===== src/rtl/u16550_pkg.sv =====
// Shared types, register codes and interrupt helpers for the 16550-style register block.
// No dependencies; u16550_regs and the top level import this package.
`timescale 1ns / 1ps

package u16550_pkg;

	typedef enum logic [1:0] {
		REQ_READ,
		REQ_WRITE,
		REQ_EVENT,
		REQ_DSR_TICK
	} req_kind_t;

	typedef enum logic [2:0] {
		REG_DATA,
		REG_IER,
		REG_IIR_FCR,
		REG_LCR,
		REG_MCR,
		REG_LSR,
		REG_MSR,
		REG_SCR
	} reg_addr_t;

	// Interrupt source bits in the pending mask
	localparam logic [3:0] SRC_RX    = 4'h1;
	localparam logic [3:0] SRC_TX    = 4'h2;
	localparam logic [3:0] SRC_MODEM = 4'h8;

	// IIR codes
	localparam logic [7:0] IIR_RX    = 8'h04;
	localparam logic [7:0] IIR_TX    = 8'h02;
	localparam logic [7:0] IIR_MODEM = 8'h00;
	localparam logic [7:0] IIR_NONE  = 8'h01;

	localparam logic [7:0] MCR_MASK  = 8'h3F;
	localparam logic [7:0] LSR_DR    = 8'h01;
	localparam logic [7:0] LSR_THRE  = 8'h60;
	localparam logic [7:0] LSR_KEEP  = 8'hF0;
	localparam logic [7:0] MSR_KEEP  = 8'hF0;
	localparam logic [7:0] MSR_DSR   = 8'h20;
	localparam logic [7:0] MSR_DDSR  = 8'h02;
	localparam int         LCR_DLAB  = 7;
	localparam int         LSR_DR_BIT   = 0;
	localparam int         LSR_THRE_BIT = 5;

	typedef struct packed {
		req_kind_t  kind;
		reg_addr_t  addr;
		logic [7:0] wdata;
		logic       rx_rdy;
		logic       tx_rdy;
		logic [7:0] rx_byte;
	} req_t;

	typedef struct packed {
		logic [7:0] rdata;
		logic       tx_valid;
		logic [7:0] tx_byte;
		logic       rx_taken;
		logic       irq_pending;
	} rsp_t;

	typedef struct packed {
		logic [3:0] pend;
		logic [7:0] ident;
		logic [3:0] line;
	} intr_t;

	// Re-encode IIR by priority; latch the line on the first pending source.
	function automatic intr_t intr_update(intr_t s);
		intr_t r;
		r = s;
		if (r.pend[0]) begin
			r.ident = IIR_RX;
		end else if (r.pend[1]) begin
			r.ident = IIR_TX;
		end else if (r.pend[3]) begin
			r.ident = IIR_MODEM;
		end else begin
			r.ident = IIR_NONE;
			r.line  = 4'h0;
		end
		if ((r.pend != 4'h0) && (r.line == 4'h0)) begin
			r.line = r.pend;
		end
		return r;
	endfunction

	function automatic intr_t intr_raise(intr_t s, logic [7:0] ier, logic [3:0] src);
		intr_t r;
		r = s;
		if (((s.pend & src) == 4'h0) && ((ier[3:0] & src) != 4'h0)) begin
			r.pend = s.pend | src;
			r = intr_update(r);
		end
		return r;
	endfunction

	function automatic intr_t intr_clear(intr_t s, logic [3:0] src);
		intr_t r;
		r = s;
		if ((s.pend & src) != 4'h0) begin
			r.pend = s.pend & ~src;
			r = intr_update(r);
		end
		return r;
	endfunction

endpackage


===== src/rtl/u16550_if.sv =====
// Valid/ready channel interfaces for the request and response items.
// No dependencies.
`timescale 1ns / 1ps

interface u16550_req_if;
	logic       valid;
	logic       ready;
	logic [1:0] req_type;
	logic [2:0] addr;
	logic [7:0] wdata;
	logic       host_rx_ready;
	logic       host_tx_ready;
	logic [7:0] host_rx_byte;

	modport source (
		output valid, req_type, addr, wdata, host_rx_ready, host_tx_ready, host_rx_byte,
		input  ready
	);
	modport sink (
		input  valid, req_type, addr, wdata, host_rx_ready, host_tx_ready, host_rx_byte,
		output ready
	);
endinterface

interface u16550_rsp_if;
	logic       valid;
	logic       ready;
	logic [7:0] rdata;
	logic       tx_valid;
	logic [7:0] tx_byte;
	logic       rx_taken;
	logic       irq_pending;

	modport source (
		output valid, rdata, tx_valid, tx_byte, rx_taken, irq_pending,
		input  ready
	);
	modport sink (
		input  valid, rdata, tx_valid, tx_byte, rx_taken, irq_pending,
		output ready
	);
endinterface


===== src/rtl/u16550_regs.sv =====
// Register file and interrupt logic: one item is applied per step.
// Depends on u16550_pkg.
`timescale 1ns / 1ps

module u16550_regs (
	input  logic              clk,
	input  logic              arst_n,
	input  logic              input_en,
	input  logic              step,
	input  u16550_pkg::req_t  item,
	output u16550_pkg::rsp_t  result
);
	import u16550_pkg::*;

	logic [7:0] ier_q, lcr_q, mcr_q, lsr_q, msr_q, scr_q, dll_q, dlm_q;
	intr_t      int_q;

	logic [7:0] ier_d, lcr_d, mcr_d, lsr_d, msr_d, scr_d, dll_d, dlm_d;
	intr_t      int_d;
	logic [7:0] lsr_live;
	logic [7:0] lsr_rise;
	logic       dlab;

	assign dlab = lcr_q[LCR_DLAB];

	always_comb begin
		ier_d    = ier_q;
		lcr_d    = lcr_q;
		mcr_d    = mcr_q;
		lsr_d    = lsr_q;
		msr_d    = msr_q;
		scr_d    = scr_q;
		dll_d    = dll_q;
		dlm_d    = dlm_q;
		int_d    = int_q;
		lsr_live = (item.rx_rdy ? LSR_DR : 8'h00) | (item.tx_rdy ? LSR_THRE : 8'h00);
		lsr_rise = 8'h00;
		result   = '{rdata: 8'hFF, tx_valid: 1'b0, tx_byte: 8'h00,
			rx_taken: 1'b0, irq_pending: 1'b0};

		case (item.kind)
			REQ_READ: begin
				case (item.addr)
					REG_DATA: begin
						if (dlab) begin
							result.rdata = dll_q;
						end else begin
							int_d = intr_clear(int_q, SRC_RX);
							if (input_en) begin
								result.rdata    = item.rx_byte;
								result.rx_taken = 1'b1;
							end
						end
					end
					REG_IER:     result.rdata = dlab ? dlm_q : ier_q;
					REG_IIR_FCR: result.rdata = int_q.ident;
					REG_LCR:     result.rdata = lcr_q;
					REG_MCR:     result.rdata = mcr_q;
					REG_LSR: begin
						result.rdata = lsr_live;
						lsr_d        = lsr_live & LSR_KEEP;
					end
					REG_MSR: begin
						result.rdata = msr_q;
						msr_d        = msr_q & MSR_KEEP;
						int_d        = intr_clear(int_q, SRC_MODEM);
					end
					default:     result.rdata = scr_q;
				endcase
			end
			REQ_WRITE: begin
				case (item.addr)
					REG_DATA: begin
						if (dlab) begin
							dll_d = item.wdata;
						end else begin
							result.tx_valid = 1'b1;
							result.tx_byte  = item.wdata;
							int_d = intr_raise(intr_clear(int_q, SRC_TX), ier_q, SRC_TX);
						end
					end
					REG_IER: begin
						if (dlab) begin
							dlm_d = item.wdata;
						end else begin
							ier_d = item.wdata;
						end
					end
					// FCR is write-only and drives nothing here
					REG_IIR_FCR: begin
					end
					REG_LCR: lcr_d = item.wdata;
					REG_MCR: mcr_d = item.wdata & MCR_MASK;
					REG_LSR, REG_MSR: begin
					end
					default: scr_d = item.wdata;
				endcase
			end
			REQ_EVENT: begin
				lsr_d = lsr_q | ((item.rx_rdy && input_en) ? LSR_DR : 8'h00)
					| (item.tx_rdy ? LSR_THRE : 8'h00);
				lsr_rise = lsr_d & ~lsr_q;
				if (lsr_rise[LSR_DR_BIT]) begin
					int_d = intr_raise(int_d, ier_q, SRC_RX);
				end
				if (lsr_rise[LSR_THRE_BIT]) begin
					int_d = intr_raise(int_d, ier_q, SRC_TX);
				end
			end
			default: begin
				msr_d = (msr_q ^ MSR_DSR) | MSR_DDSR;
				int_d = intr_raise(int_q, ier_q, SRC_MODEM);
			end
		endcase

		result.irq_pending = (int_d.line != 4'h0);
	end

	always_ff @(posedge clk or negedge arst_n) begin
		if (!arst_n) begin
			ier_q <= '0;
			lcr_q <= '0;
			mcr_q <= '0;
			lsr_q <= '0;
			msr_q <= '0;
			scr_q <= '0;
			dll_q <= '0;
			dlm_q <= '0;
			int_q <= '0;
		end else if (step) begin
			ier_q <= ier_d;
			lcr_q <= lcr_d;
			mcr_q <= mcr_d;
			lsr_q <= lsr_d;
			msr_q <= msr_d;
			scr_q <= scr_d;
			dll_q <= dll_d;
			dlm_q <= dlm_d;
			int_q <= int_d;
		end
	end

	a_line_tracks_pend: assert property (@(posedge clk) disable iff (!arst_n)
		(int_q.pend != 4'h0) == (int_q.line != 4'h0))
		else $error("interrupt line out of step with pending sources");

	a_ident_rx: assert property (@(posedge clk) disable iff (!arst_n)
		int_q.pend[0] |-> (int_q.ident == IIR_RX))
		else $error("IIR does not show receive priority");

	a_ident_tx: assert property (@(posedge clk) disable iff (!arst_n)
		(!int_q.pend[0] && int_q.pend[1]) |-> (int_q.ident == IIR_TX))
		else $error("IIR does not show THR-empty priority");

	a_no_stray_src: assert property (@(posedge clk) disable iff (!arst_n)
		(int_q.pend[2] == 1'b0) && (lsr_q[4:1] == 4'h0) && (lsr_q[7] == 1'b0))
		else $error("undefined pending or LSR bit set");

	a_tick_sets_delta: assert property (@(posedge clk) disable iff (!arst_n)
		(step && (item.kind == REQ_DSR_TICK)) |=> msr_q[1])
		else $error("DSR tick did not set delta bit");

endmodule


===== src/rtl/uart_16550_register_model_top.sv =====
// Top level of the 16550-style UART register block: channel registers around the register file.
// Depends on u16550_pkg, u16550_if (request/response interfaces) and u16550_regs.
`timescale 1ns / 1ps

// Usage
//   req: one item per handshake, a bus read, a bus write, a host status event or a
//        DSR timer tick (req_type), with offset, write byte and host receive state.
//   rsp: one item per request, in order: read data (0xFF for anything but a read),
//        transmitted byte with its flag, receive-consumed flag and the interrupt level
//        after the request.
//   cfg_we/cfg_wdata: write input_enabled; write only while no request is in flight.
// Timing
//   An accepted request is held in the input stage, is applied to the register file in
//   the cycle that it advances and its response is loaded into the output register at
//   that edge, where it is offered until taken. Throughput is one request per cycle
//   while rsp does not stall; the register file's single read-modify-write per cycle
//   sets that rate.
// Reset
//   arst_n clears the register file, input_enabled and both stage valid flags; IIR reads 0x00 until
//   the first interrupt source change.
// Backpressure
//   When rsp stalls, hold the response; the input stage still takes one more request,
//   then req.ready drops until the response register frees.
module uart_16550_register_model_top (
	input  logic               clk,
	input  logic               arst_n,
	input  logic               cfg_we,
	input  logic               cfg_wdata,
	u16550_req_if.sink         req,
	u16550_rsp_if.source       rsp
);
	import u16550_pkg::*;

	logic input_en_q;
	logic valid_s1;
	req_t item_s1;
	logic valid_s2;
	rsp_t rsp_s2;
	rsp_t result;
	logic advance;

	// Move the input stage forward when the response register is free or draining.
	assign advance   = valid_s1 && (!valid_s2 || rsp.ready);
	assign req.ready = !valid_s1 || advance;

	always_ff @(posedge clk or negedge arst_n) begin
		if (!arst_n) begin
			input_en_q <= 1'b0;
		end else if (cfg_we) begin
			input_en_q <= cfg_wdata;
		end
	end

	// Input stage: hold the accepted request until it is applied.
	always_ff @(posedge clk or negedge arst_n) begin
		if (!arst_n) begin
			valid_s1 <= 1'b0;
		end else if (req.valid && req.ready) begin
			valid_s1 <= 1'b1;
		end else if (advance) begin
			valid_s1 <= 1'b0;
		end
	end

	always_ff @(posedge clk) begin
		if (req.valid && req.ready) begin
			item_s1 <= '{kind: req_kind_t'(req.req_type), addr: reg_addr_t'(req.addr),
				wdata: req.wdata, rx_rdy: req.host_rx_ready, tx_rdy: req.host_tx_ready,
				rx_byte: req.host_rx_byte};
		end
	end

	// Apply the request to the registers exactly once, on advance.
	u16550_regs u_regs (
		.clk      (clk),
		.arst_n   (arst_n),
		.input_en (input_en_q),
		.step     (advance),
		.item     (item_s1),
		.result   (result)
	);

	// Output stage: load on advance, drop once taken.
	always_ff @(posedge clk or negedge arst_n) begin
		if (!arst_n) begin
			valid_s2 <= 1'b0;
		end else if (advance) begin
			valid_s2 <= 1'b1;
		end else if (rsp.ready) begin
			valid_s2 <= 1'b0;
		end
	end

	always_ff @(posedge clk) begin
		if (advance) begin
			rsp_s2 <= result;
		end
	end

	assign rsp.valid       = valid_s2;
	assign rsp.rdata       = rsp_s2.rdata;
	assign rsp.tx_valid    = rsp_s2.tx_valid;
	assign rsp.tx_byte     = rsp_s2.tx_byte;
	assign rsp.rx_taken    = rsp_s2.rx_taken;
	assign rsp.irq_pending = rsp_s2.irq_pending;

endmodule

===== src/flat_wrapper.sv =====
// flat-port wrapper written by rule: the top's interface ports become plain ports
module uart_16550_register_model_top_flat import u16550_pkg::*;
  (clk, arst_n, cfg_we, cfg_wdata, req_valid, req_req_type, req_addr, req_wdata, req_host_rx_ready, req_host_tx_ready, req_host_rx_byte, req_ready, rsp_valid, rsp_rdata, rsp_tx_valid, rsp_tx_byte, rsp_rx_taken, rsp_irq_pending, rsp_ready);
  u16550_req_if req_i ();
  u16550_rsp_if rsp_i ();
  input  logic clk;
  input  logic arst_n;
  input  logic cfg_we;
  input  logic cfg_wdata;
  input wire logic [$bits(req_i.valid)-1:0] req_valid;
  input wire logic [$bits(req_i.req_type)-1:0] req_req_type;
  input wire logic [$bits(req_i.addr)-1:0] req_addr;
  input wire logic [$bits(req_i.wdata)-1:0] req_wdata;
  input wire logic [$bits(req_i.host_rx_ready)-1:0] req_host_rx_ready;
  input wire logic [$bits(req_i.host_tx_ready)-1:0] req_host_tx_ready;
  input wire logic [$bits(req_i.host_rx_byte)-1:0] req_host_rx_byte;
  output wire logic [$bits(req_i.ready)-1:0] req_ready;
  output wire logic [$bits(rsp_i.valid)-1:0] rsp_valid;
  output wire logic [$bits(rsp_i.rdata)-1:0] rsp_rdata;
  output wire logic [$bits(rsp_i.tx_valid)-1:0] rsp_tx_valid;
  output wire logic [$bits(rsp_i.tx_byte)-1:0] rsp_tx_byte;
  output wire logic [$bits(rsp_i.rx_taken)-1:0] rsp_rx_taken;
  output wire logic [$bits(rsp_i.irq_pending)-1:0] rsp_irq_pending;
  input wire logic [$bits(rsp_i.ready)-1:0] rsp_ready;
  assign req_i.valid = req_valid;
  assign req_i.req_type = req_req_type;
  assign req_i.addr = req_addr;
  assign req_i.wdata = req_wdata;
  assign req_i.host_rx_ready = req_host_rx_ready;
  assign req_i.host_tx_ready = req_host_tx_ready;
  assign req_i.host_rx_byte = req_host_rx_byte;
  assign req_ready = req_i.ready;
  assign rsp_valid = rsp_i.valid;
  assign rsp_rdata = rsp_i.rdata;
  assign rsp_tx_valid = rsp_i.tx_valid;
  assign rsp_tx_byte = rsp_i.tx_byte;
  assign rsp_rx_taken = rsp_i.rx_taken;
  assign rsp_irq_pending = rsp_i.irq_pending;
  assign rsp_i.ready = rsp_ready;
  uart_16550_register_model_top u_core (.clk(clk), .arst_n(arst_n), .cfg_we(cfg_we), .cfg_wdata(cfg_wdata), .req(req_i), .rsp(rsp_i));
endmodule

===== config.mk =====
export PLATFORM = sky130hd
export DESIGN_NAME = uart_16550_register_model_top_flat
export DESIGN_NICKNAME = d
export VERILOG_FILES = /design/src/rtl/u16550_pkg.sv /design/src/rtl/u16550_if.sv /design/src/rtl/u16550_regs.sv /design/src/rtl/uart_16550_register_model_top.sv /design/src/flat_wrapper.sv
export SDC_FILE = /design/constraint.sdc
export NUM_CORES = 1
export LEC_CHECK = 0
export BUFFER_PORTS_ARGS = -buffer_cell sky130_fd_sc_hd__buf_2
export CAP_MARGIN = 20
export CORE_ASPECT_RATIO = 1.2
export CORE_MARGIN = 2
export CORE_UTILIZATION = 44
export CTS_BUF_LIST = sky130_fd_sc_hd__clkbuf_8
export DETAILED_ROUTE_END_ITERATION = 16
export GPL_ROUTABILITY_DRIVEN = 0
export PLACE_DENSITY_LB_ADDON = 0.08
export SYNTH_ARGS = -nofsm -noshare
export SYNTH_HDL_FRONTEND = slang
export SYNTH_HIERARCHICAL = 1
export SYNTH_SLANG_ARGS = --single-unit
export TNS_END_PERCENT = 10

===== constraint.sdc =====
create_clock -name clk -period 3.36 [get_ports clk]
set_input_delay 0.84 -clock clk [delete_from_list [all_inputs] [get_ports clk]]
set_output_delay 0.84 -clock clk [all_outputs]
set_load 0.01 [all_outputs]

Yosys cells after proc, flatten, opt, wreduce, memory -nomap -nowiden
Cells that the tools add are included.
{"block": "word_totals", "regBits": 120, "inputBits": 29, "out_inout_bits": 21, "wordCells": 198}
{"block": "op_classes", "eq_ne": 21, "mux": 79, "n_bitwise": 12, "reduce_logical": 57}
{"operator": "$mux 4", "n": 36}
{"operator": "$mux 16", "n": 8}
{"operator": "$pmux 8 s7", "n": 1}
{"operator": "$pmux 16 s3", "n": 1}
{"operator": "$logic_not 4->1", "n": 11}
{"operator": "$mux 14", "n": 3}
{"operator": "$mux 12", "n": 3}
{"operator": "$mux 8", "n": 4}
{"operator": "$pmux 16 s2", "n": 1}
{"operator": "$mux 13", "n": 2}
{"operator": "$reduce_bool 4->1", "n": 5}
{"operator": "$reduce_and 3->1", "n": 6}
{"operator": "$pmux 8 s2", "n": 1}
{"operator": "$reduce_and 4->1", "n": 4}
{"operator": "$mux 3", "n": 5}
{"operator": "$ne 3x3->1 const B", "n": 4}
{"operator": "$pmux 6 s2", "n": 1}
{"operator": "$logic_and 1x1->1", "n": 10}
{"operator": "$eq 3x3->1 const B", "n": 3}
{"operator": "$mux 9", "n": 1}
{"operator": "$reduce_and 9->1", "n": 1}
{"operator": "$reduce_or 3->1", "n": 3}
{"operator": "$mux 1", "n": 8}
{"operator": "$ne 2x1->1 const B", "n": 4}
{"operator": "26 further kinds", "n": 43}

Depth between registers and ports, before layout
{"block": "depth", "ltp_word": 26, "ltp_mapped": 10, "mapped_depth_nobuf": 8}

Modules after synthesis
Netlist, hierarchy kept.
{"mod": "u16550_regs", "n_inst": 1, "cells_per_inst": 417, "area_each_um2": 4038.9, "seq_area_each_um2": 1626.6}
{"mod": "uart_16550_register_model_top", "n_inst": 1, "cells_per_inst": 52, "area_each_um2": 1401.3, "seq_area_each_um2": 1336.3}

Least setup slack after synthesis
OpenSTA, ideal clock, no wires.
{"block": "synth_path", "kind": "in2reg", "startpoint": "input rsp_ready", "endpoint": "register u_core.u_regs.mcr_q[0]", "setup_time_ps": 125, "t_arrival_ps": 2657, "required_ps": 3235, "path_slack_ps": 578, "cell_stages": 5, "path_buffers": 0, "cell_sequence": "nand2b_1 > and2_1 > nand2_1 > nor3_1 > mux2_2"}
{"block": "synth_via", "elab_chain_cells": 3}
{"element": "from (decl)", "line_no": "flat_wrapper.sv:24", "text": "input wire logic [$bits(rsp_i.ready)-1:0] rsp_ready;"}
{"element": "$logic_or 1x1->1", "line_no": "uart_16550_register_model_top.sv:43", "text": "assign advance = valid_s1 && (!valid_s2 || rsp.ready);"}
{"element": "$logic_and 1x1->1", "line_no": "uart_16550_register_model_top.sv:43"}
{"element": "via u_core.advance", "line_no": "uart_16550_register_model_top.sv:40", "text": "logic advance;"}
{"element": "$reduce_and 3->1 (no source line)"}
{"element": "to (signal assigned)", "line_no": "u16550_regs.sv:133", "text": "mcr_q <= mcr_d;"}
{"element": "to (decl)", "line_no": "u16550_regs.sv:15", "text": "logic [7:0] ier_q, lcr_q, mcr_q, lsr_q, msr_q, scr_q, dll_q, dlm_q;"}
The timed path passes the listed nets, and every way through them passes these cells.
A chain may end at the register's enable or synchronous reset.

==> metrics.yaml <==
clock_tree:
  ctsResizeCount: 0
  clk_pin_slew_ns: 0.11
  holdBufCountCts: 0
  cts_inserted_buffers: 9
  cts.sinks: 110
  clk_latency_ns: 0.39
  htree_levels: 3
  ctsLongestPathBuffers: 2
  cts-root-buf: "clkbuf_8"
  cts_tree: "done"
  post_cts_buffers: 0
timing:
  finalMaxSlewViolations: 0
  finalHoldViolations: 0
  finalSetupViolCount: 0
  rsz0062_at_grt: "false"
  fmax_mhz: 388.5
  finClkSkew_ns: 0.01868
  period_share: 0.7660
  slew-limit-headroom: 0.4787
  fin_crit_ns: 2.574
  tns_ns: 0
  worstMarginPinSlew_ns: 0.7755
global_route:
  grt_first_pass_wirelength_mm: 23.22
  grt_usage: 0.2298
  antenna_found_initial: 0
  overflow: 0
  grt_max_degree: 27
  grt_pass1_vias: 4171
floorplan:
  start_util: 0.4492
  dieWidth_um: 105.5
  ios: 50
  dieArea_um2: 13270
  core_area_um2: 12110
  die_h_um: 125.8
  rows: 44
final_layout:
  drive_above_1_share: 0.2713
  diodes: 0
  seq_area_um2: 2963
  fill_cells: 1146
  final_common_cell: "dfrtp_1"
  layoutNonFillerInstCount: 688
  final_cell_mix: "dfrtp_1, buf_2, mux2_2, edfxtp_1, o21ai_0"
  area_growth_pct: 12.19
  multi_input_area_um2: 2297
  nets: 555
  final_area_um2: 6103
routing:
  drt_iter0_markers: 289
  first_pass_iters: 5
  via_per_inst: 5.926
  via_count: 4077
  drt_wl_total_mm: 14.56
  drc: 0
  wl_per_cell_um: 21.16
  ant_nets: 0
place:
  io_buffers: 49
  dp_hpwl_mm: 10.17
  placed_cells: 672
  place_area_um2: 5932
synthesis:
  synth_top_area_cell: "dfrtp_1"
  syn-instance-count: 469
  ys_types: 69
  yosys_most_used_dff: "dfrtp_1"
  syn_nets: 502
  synth_area_per_cell_um2: 11.60
  seq_area_frac_synth: 0.5446
  synth_edf_count: 42
  ys_ff_latch: 110
  synthArstFlopShare: 0.6182
  yosysTopAreaCellShare: 0.3128
  synth_area_leaders: "dfrtp_1, edfxtp_1, mux2_2, o21ai_0, mux2i_1"
  syn-cell-area_um2: 5440
  yosysWarningCount: 6
run_status:
  status: "complete, no violations"
power_and_ir_drop:
  power.leakage_nw: 2.499
  p_per_area_nw_per_um2: 518.7
  ir_drop_uv: 291.4
setup_path:
  rr_worst_depth: 5
  r2r-end: "u_core/rsp.irq_pending"
  required_ns: 3.48
  path_max_fanout: 19
  endpoint_kind: "flop"
  crit_type: "flop to flop"
  rr_startpoint: "u_core/u_regs/int_q[12]"
  crit_arrival_ns: 2.69
  reg2reg_slack_ns: 0.79
  start_kind: "flop"
worst_hold_path:
  hp-class: "input port to async pin"
job:
  cap_violations: 0
==> synthesized netlist by cell type, types with 12 or more instances <==
cell type	n
inv_1	12
nor3_1	13
o21ai_0	27
edfxtp_1	42
nand2_1	24
and3_1	12
nand3_1	13
dfrtp_1	68
mux2_2	48
a21oi_1	17
clkbuf_1	23
nor2_1	20
==> layer usage <==
layer | wire length [um] | vias to the layer above | global-route usage
li1 | - | 1882 | -
met2 | 7245 | 137 | 0.3693
met5 | 0 | - | 0
met3 | 664 | 39 | 0.04244
met4 | 608 | 0 | 0.1146
met1 | 6039 | 2019 | 0.2988
==> through the flow <==
step / setup slack (ns) / utilization / power, W / hold WS, ns
after global placement: 0.8418 / 0.4898 / 0.002439 / 0.4798
after CTS: 0.7828 / 0.5039 / 0.003186 / 0.4349
final: 0.7861 / 0.5039 / 0.003166 / 0.4276
after detailed placement: 0.8074 / 0.4898 / 0.002452 / 0.4810
after global routing: 0.6376 / 0.5039 / 0.003328 / 0.4676
after floorplan: 0.5781 / - / 0.002204 / 0.4415
==> critical path: stages, from the launching register on <==
cell and delay [ns]:
dfrtp_1 0.70, or4b_4 0.55, o221a_4 0.27, or4b_4 0.49, a22oi_2 0.20, nand4_1 0.11
==> flip-flops by register name, summed over array words and instances (netlist names), 6 cells and up <==
register             count
u_core/item_s1          23
u_core/rsp.rdata         8
u_core/rsp.tx_byte       8
u_core/u_regs/dll_q      8
u_core/u_regs/dlm_q      8
u_core/u_regs/ier_q      8
u_core/u_regs/int_q     15
u_core/u_regs/lcr_q      8
u_core/u_regs/mcr_q      6
u_core/u_regs/scr_q      8
==> logic make-up after synthesis <==
kind of cell | share of synthesized area
AND/OR/NAND/NOR | 0.1463
AO/OA/AOI/OAI | 0.1509
flip-flops | 0.5446
multiplexers | 0.1159
buffers and inverters | 0.03312
adder cells (fa/ha/maj) | 0.009200
==> report_power, final <==
group          total, W  switching (W)  internal [W]
Clock          0.000733       0.000460      0.000273
Sequential      0.00177       0.000177       0.00159
Combinational  0.000664       0.000363      0.000302
Total           0.00317        0.00100       0.00217
==> worst max path at each step <==
stage,from,depth (start not counted),endpoint,slack (ns)
after global placement,u_core/u_regs/int_q[12],5,u_core/rsp.irq_pending,0.84
after floorplan,rsp_ready,5,u_core/u_regs/mcr_q[0],0.58
after CTS,u_core/u_regs/int_q[12],5,u_core/rsp.irq_pending,0.78
final,u_core/u_regs/int_q[12],5,u_core/rsp.irq_pending,0.79
after detailed placement,u_core/u_regs/int_q[12],5,u_core/rsp.irq_pending,0.81
after global routing,u_core/u_regs/int_q[12],5,u_core/rsp.irq_pending,0.64
==> final cells by class <==
class | count | area share
tap | 161 | 0.03301
timing repair buffer | 72 | 0.06847
clock inverter | 7 | 0.007790
clock buffer | 9 | 0.02030
multi-input combinational | 315 | 0.3764
inverter | 14 | 0.008610
sequential | 110 | 0.4854
No activity file was read; power rests on OpenSTA's default activity.
